File: src/hdl/mi3_pkg.sv
// Shared types and constants for the 3x3 matrix inverse block.
// No dependencies; used by every module in hdl/.
package mi3_pkg;

  localparam int CofW   = 65;   // exact 2x2 cofactor, Q33.32 signed
  localparam int DetW   = 100;  // determinant and division working width
  localparam int QW     = 33;   // quotient bits kept before saturation
  localparam int NDiv   = 34;   // overflow check plus one step per quotient bit
  localparam int Lanes  = 9;
  localparam int QDepth = 4;
  localparam int QPtrW  = 2;

  typedef struct packed {
    logic signed [31:0] a00;
    logic signed [31:0] a01;
    logic signed [31:0] a02;
    logic signed [31:0] a10;
    logic signed [31:0] a11;
    logic signed [31:0] a12;
    logic signed [31:0] a20;
    logic signed [31:0] a21;
    logic signed [31:0] a22;
  } mat_t;

  typedef struct packed {
    logic signed [31:0] b00;
    logic signed [31:0] b01;
    logic signed [31:0] b02;
    logic signed [31:0] b10;
    logic signed [31:0] b11;
    logic signed [31:0] b12;
    logic signed [31:0] b20;
    logic signed [31:0] b21;
    logic signed [31:0] b22;
    logic               singular;
  } inv_t;

  // word handed from the front pipeline to the divider through the queue
  typedef struct packed {
    logic [Lanes-1:0][CofW-1:0] adj;
    logic [DetW-1:0]            det;
  } qword_t;

  // one stage of the divider pipeline
  typedef struct packed {
    logic                       sing;
    logic [DetW-1:0]            d2;
    logic [Lanes-1:0][DetW-1:0] rem;
    logic [Lanes-1:0][QW-1:0]   q;
    logic [Lanes-1:0]           neg;
    logic [Lanes-1:0]           ovf;
  } bstage_t;

endpackage

File: src/hdl/mi3_queue.sv
// Short queue between the front pipeline and the divider.
// Depends on mi3_pkg.
module mi3_queue (
  input  logic            clk,
  input  logic            rst,
  input  logic            f_valid,
  output logic            f_stall,
  input  mi3_pkg::qword_t f_word,
  output logic            q_valid,
  input  logic            q_stall,
  output mi3_pkg::qword_t q_word
);

  mi3_pkg::qword_t mem [mi3_pkg::QDepth];
  logic [mi3_pkg::QPtrW-1:0] wr_ptr, rd_ptr;
  logic [mi3_pkg::QPtrW:0]   cnt;
  logic push, pop;

  assign f_stall = (cnt == (mi3_pkg::QPtrW+1)'(mi3_pkg::QDepth));
  assign q_valid = (cnt != '0);
  assign q_word  = mem[rd_ptr];
  assign push    = f_valid && !f_stall;
  assign pop     = q_valid && !q_stall;

  always_ff @(posedge clk) begin
    if (rst) begin
      wr_ptr <= '0;
      rd_ptr <= '0;
      cnt    <= '0;
    end else begin
      if (push) wr_ptr <= wr_ptr + 1'b1;
      if (pop)  rd_ptr <= rd_ptr + 1'b1;
      cnt <= cnt + (mi3_pkg::QPtrW+1)'(push) - (mi3_pkg::QPtrW+1)'(pop);
    end
  end

  always_ff @(posedge clk) begin
    if (push) mem[wr_ptr] <= f_word;
  end

endmodule

File: config.mk
export PLATFORM = sky130hd
export DESIGN_NAME = mi3_queue
export DESIGN_NICKNAME = d
export VERILOG_FILES = /design/src/hdl/mi3_pkg.sv /design/src/hdl/mi3_queue.sv
export SDC_FILE = /design/constraint.sdc
export NUM_CORES = 2
export LEC_CHECK = 0
export ABC_AREA = 1
export BUFFER_PORTS_ARGS = -buffer_cell sky130_fd_sc_hd__buf_2
export CAP_MARGIN = 15
export CELL_PAD_IN_SITES_DETAIL_PLACEMENT = 0
export CELL_PAD_IN_SITES_GLOBAL_PLACEMENT = 2
export CORE_AREA = 8 8 536 538
export CTS_CLUSTER_DIAMETER = 150
export DETAILED_ROUTE_END_ITERATION = 12
export DIE_AREA = 0 0 544 546
export GPL_TIMING_DRIVEN = 0
export PLACE_DENSITY = 0.82
export SYNTH_ARGS = -nofsm -noshare
export SYNTH_HDL_FRONTEND = slang
export SYNTH_SLANG_ARGS = --single-unit
File: constraint.sdc
create_clock -name clk -period 42.7 [get_ports clk]
set_input_delay 2.135 -clock clk [delete_from_list [all_inputs] [get_ports clk]]
set_output_delay 2.135 -clock clk [all_outputs]
set_load 0.01 [all_outputs]
==> impl_metrics.yaml <==
cts:
  cts_buffer_depth: 4
  worstSkewPairLatency_ns: 0.91
  cts_root_buf: "clkbuf_16"
  htreeDepth: 5
  path_clk_slew_ns: 0.06
  post-cts-setup-buffers: 0
  post_cts_resized: 0
  ctsHoldBuffers: 0
  cts.sinks: 2749
  cts_buffers: 298
  cts_tree: "built"
layout:
  stdcell_area_mm2: 0.1252
  area_delta_synth_final_pct: 23.79
  fin_nets: 9188
  fill_cells: 24620
  final_util_pct: 44.95
  drive_gt1_share_pct: 23.96
routing:
  viasPerCell: 5.367
  drt_iter0_drc: 6486
  wl_per_cell_um: 29.18
  drtAntennaViolNets: 0
  drc: 0
  drt-pass1-iter-count: 7
  vias: 67480
  wl_um: 366900
setup_path:
  crit_top_cell: "buf_2"
  crit_required_ns: 40.56
  r2r.worst_path.cells: 13
  worst-setup-path-type: "reg -> out"
  max_stage_delay_ns: 0.86
  worstPathArrival_ns: 4.46
  crit_buf_inv: 6
  startpoint_type: "register"
  end_kind: "output port"
  crit_chain: "buf_4 -> buf_6 -> buf_4 -> buf_2 -> buf_2 -> nor2_1 -> o22ai_1 -> buf_2"
  regToRegSetupSlack_ns: 38.64
  cp_max_fo: 10
  path_depth: 8
  rr_endpoint: "mem[0][51]"
  crit_path_top_delay_cell: "o22ai_1"
  r2r_start: "cnt[1]"
  crit_family: "buffers and inverters"
die:
  initial_core_util_pct: 36.31
  std_cell_rows: 194
  fp.dieArea_mm2: 0.2970
  top_level_ports: 1376
  fp.dieH_um: 546
  core_mm2: 0.2784
  dieWidth_um: 544
timing:
  finClkSkew_ns: 0.04296
  slew_headroom_pct: 23.12
  period_needed_ns: 6.593
  rsz0062_at_grt: "false"
  drv_slew: 0
  finalCritPeriodShare_pct: 15.44
  setup_ws_ns: 36.11
  worstMarginPinSlew_ns: 1.153
  hold_viol_final: 0
  fin_tns_setup_ns: 0
  max_freq_ghz: 0.1517
  hold_ws_ns: 0.4714
  setup_violations: 0
synth:
  yosysSeqAreaShare_pct: 81.56
  ys_ff_latch: 2749
  synth_area_leaders: "edfxtp_1 (81%), nor2_1 (5.1%), o22ai_1 (4.2%)"
  yosysUniqueCellTypes: 19
  yosys_warnings: 0
  yosysTopAreaCell: "edfxtp_1"
  synth.avg_cell_area_um2: 15.11
  syn_inst: 6689
  syn_area_mm2: 0.1011
  synth.top_cell.area_share_pct: 81.38
  synth_nets: 7385
global_route:
  grt_pass1_wl_um: 503300
  globalRouteOverflowTotal: 0
  grtUsageTotal_pct: 23.47
  first_global_vias: 66180
  antenna_found_initial: 279
  grt_max_degree: 29
placed_design:
  io_buffer_count: 1375
  hpwlAfterDp_um: 268300
  post-place-ws_ns: 36.89
  place_area_mm2: 0.1154
  gp_congestion: 0.8592
worst_hold_path:
  whs_path_depth: 2
  hold_start: "rd_ptr[0]"
  worstHoldPathType: "reg -> reg"
pwr:
  leakagePower_nw: 42.93
  powerDensity_mw_per_mm2: 63.30
  irDropWorstVdd_v: 0.00004426
run:
  cap_violations: 0
outcome:
  status: "completed"
## how the worst max path moves through the flow
| stage | end |
|---|---|
| 3_5_place_dp | q_word[634] |
| 6_report | q_word[634] |
| 2_1_floorplan | mem[0][0] |
| 4_1_cts | q_word[634] |
| 3_3_place_gp | mem[3][564] |
| 5_1_grt | q_word[631] |
## layout make-up
| class | instances | area, um2 | share of cell area (%) |
|---|---|---|---|
| Sequential cell | 2749 | 82460 | 65.89 |
| Multi-Input combinational cell | 3467 | 16560 | 13.23 |
| Timing Repair Buffer | 1503 | 9642 | 7.704 |
| Clock buffer | 365 | 7836 | 6.261 |
| Tap cell | 3724 | 4659 | 3.723 |
| Buffer | 455 | 2048 | 1.637 |
| Clock inverter | 162 | 1565 | 1.251 |
| Antenna cell | 129 | 322.8 | 0.2579 |
| Inverter | 18 | 67.56 | 0.05398 |
## worst reg2reg max path: stages, from the launching register on
cell	delay [ns]
dfxtp_1	0.39
nor2_1	0.10
nand2_1	0.18
nand2_1	0.30
nor2_4	0.68
buf_12	0.28
buf_12	0.23
buf_12	0.25
buf_12	0.23
buf_12	0.23
buf_12	0.25
buf_12	0.21
buf_16	0.21
buf_16	0.19
## cells in the final DEF (no fill, tap or decap), types with 7 or more instances in the layout
| master | count |
|---|---|
| buf_1 | 9 |
| buf_12 | 100 |
| buf_16 | 27 |
| buf_2 | 1506 |
| buf_4 | 43 |
| bufinv_16 | 18 |
| clkbuf_1 | 331 |
| clkbuf_16 | 304 |
| clkinv_1 | 62 |
| clkinv_16 | 7 |
| clkinv_2 | 47 |
| clkinvlp_4 | 9 |
| dfxtp_1 | 9 |
| diode_2 | 129 |
| edfxtp_1 | 2740 |
| inv_1 | 16 |
| nand2_1 | 11 |
| nor2_1 | 1380 |
| o21ai_0 | 623 |
| o21ai_1 | 748 |
| o22ai_1 | 685 |
## sequential cells by signal (all words and copies together) (netlist names), named ones only
register,cells
mem,2740
cnt,3
rd_ptr,2
wr_ptr,2
## cells in the mapped netlist, drive strengths merged
master,n
edfxtp,2740
o21ai,1371
a21oi,5
fa,1
inv,18
nor2,1384
nand3,3
dfxtp,9
a21boi,1
o22ai,685
buf,185
ha,6
nand2,11
clkbuf,270
## logic make-up (layout without fill, tap and decap cells)
kind of cell	Yosys count	in the layout	synth area share, %
other	0	129	0
adder cells (fa/ha/maj)	7	7	0.09405
flip-flops	2749	2749	81.56
buffers and inverters	473	2503	2.093
AO/OA/AOI/OAI	2062	2062	11.06
AND/OR/NAND/NOR	1398	1398	5.194
## layer usage
metal | track usage, % | routed length, um | share of wire [%] | vias to the layer above
met5 | 0 | 1108 | 0.30 | -
met4 | 10.49 | 19240 | 5.2 | 178
met3 | 9.374 | 43070 | 12 | 905
met2 | 38.12 | 171400 | 47 | 3320
met1 | 27.45 | 132100 | 36 | 33730
li1 | - | - | - | 29350
## per-stage QoR
| stage | total power, mW | cells |
|---|---|---|
| after floorplan | 4.664 | 6689 |
| after global placement | 6.099 | 11790 |
| after detailed placement | 5.506 | 11920 |
| after CTS | 7.983 | 12440 |
| after global routing | 8.210 | 12510 |
| final | 7.922 | 12570 |
## power breakdown
| group | switching [mW] | leakage [nW] | internal (mW) |
|---|---|---|---|
| logic | 1.52 | 13.2 | 0.579 |
| registers | 0.0560 | 25.2 | 3.28 |
| clock network | 1.06 | 4.57 | 1.43 |
| total | 2.64 | 42.9 | 5.28 |
No activity file was read; power rests on OpenSTA's default activity.
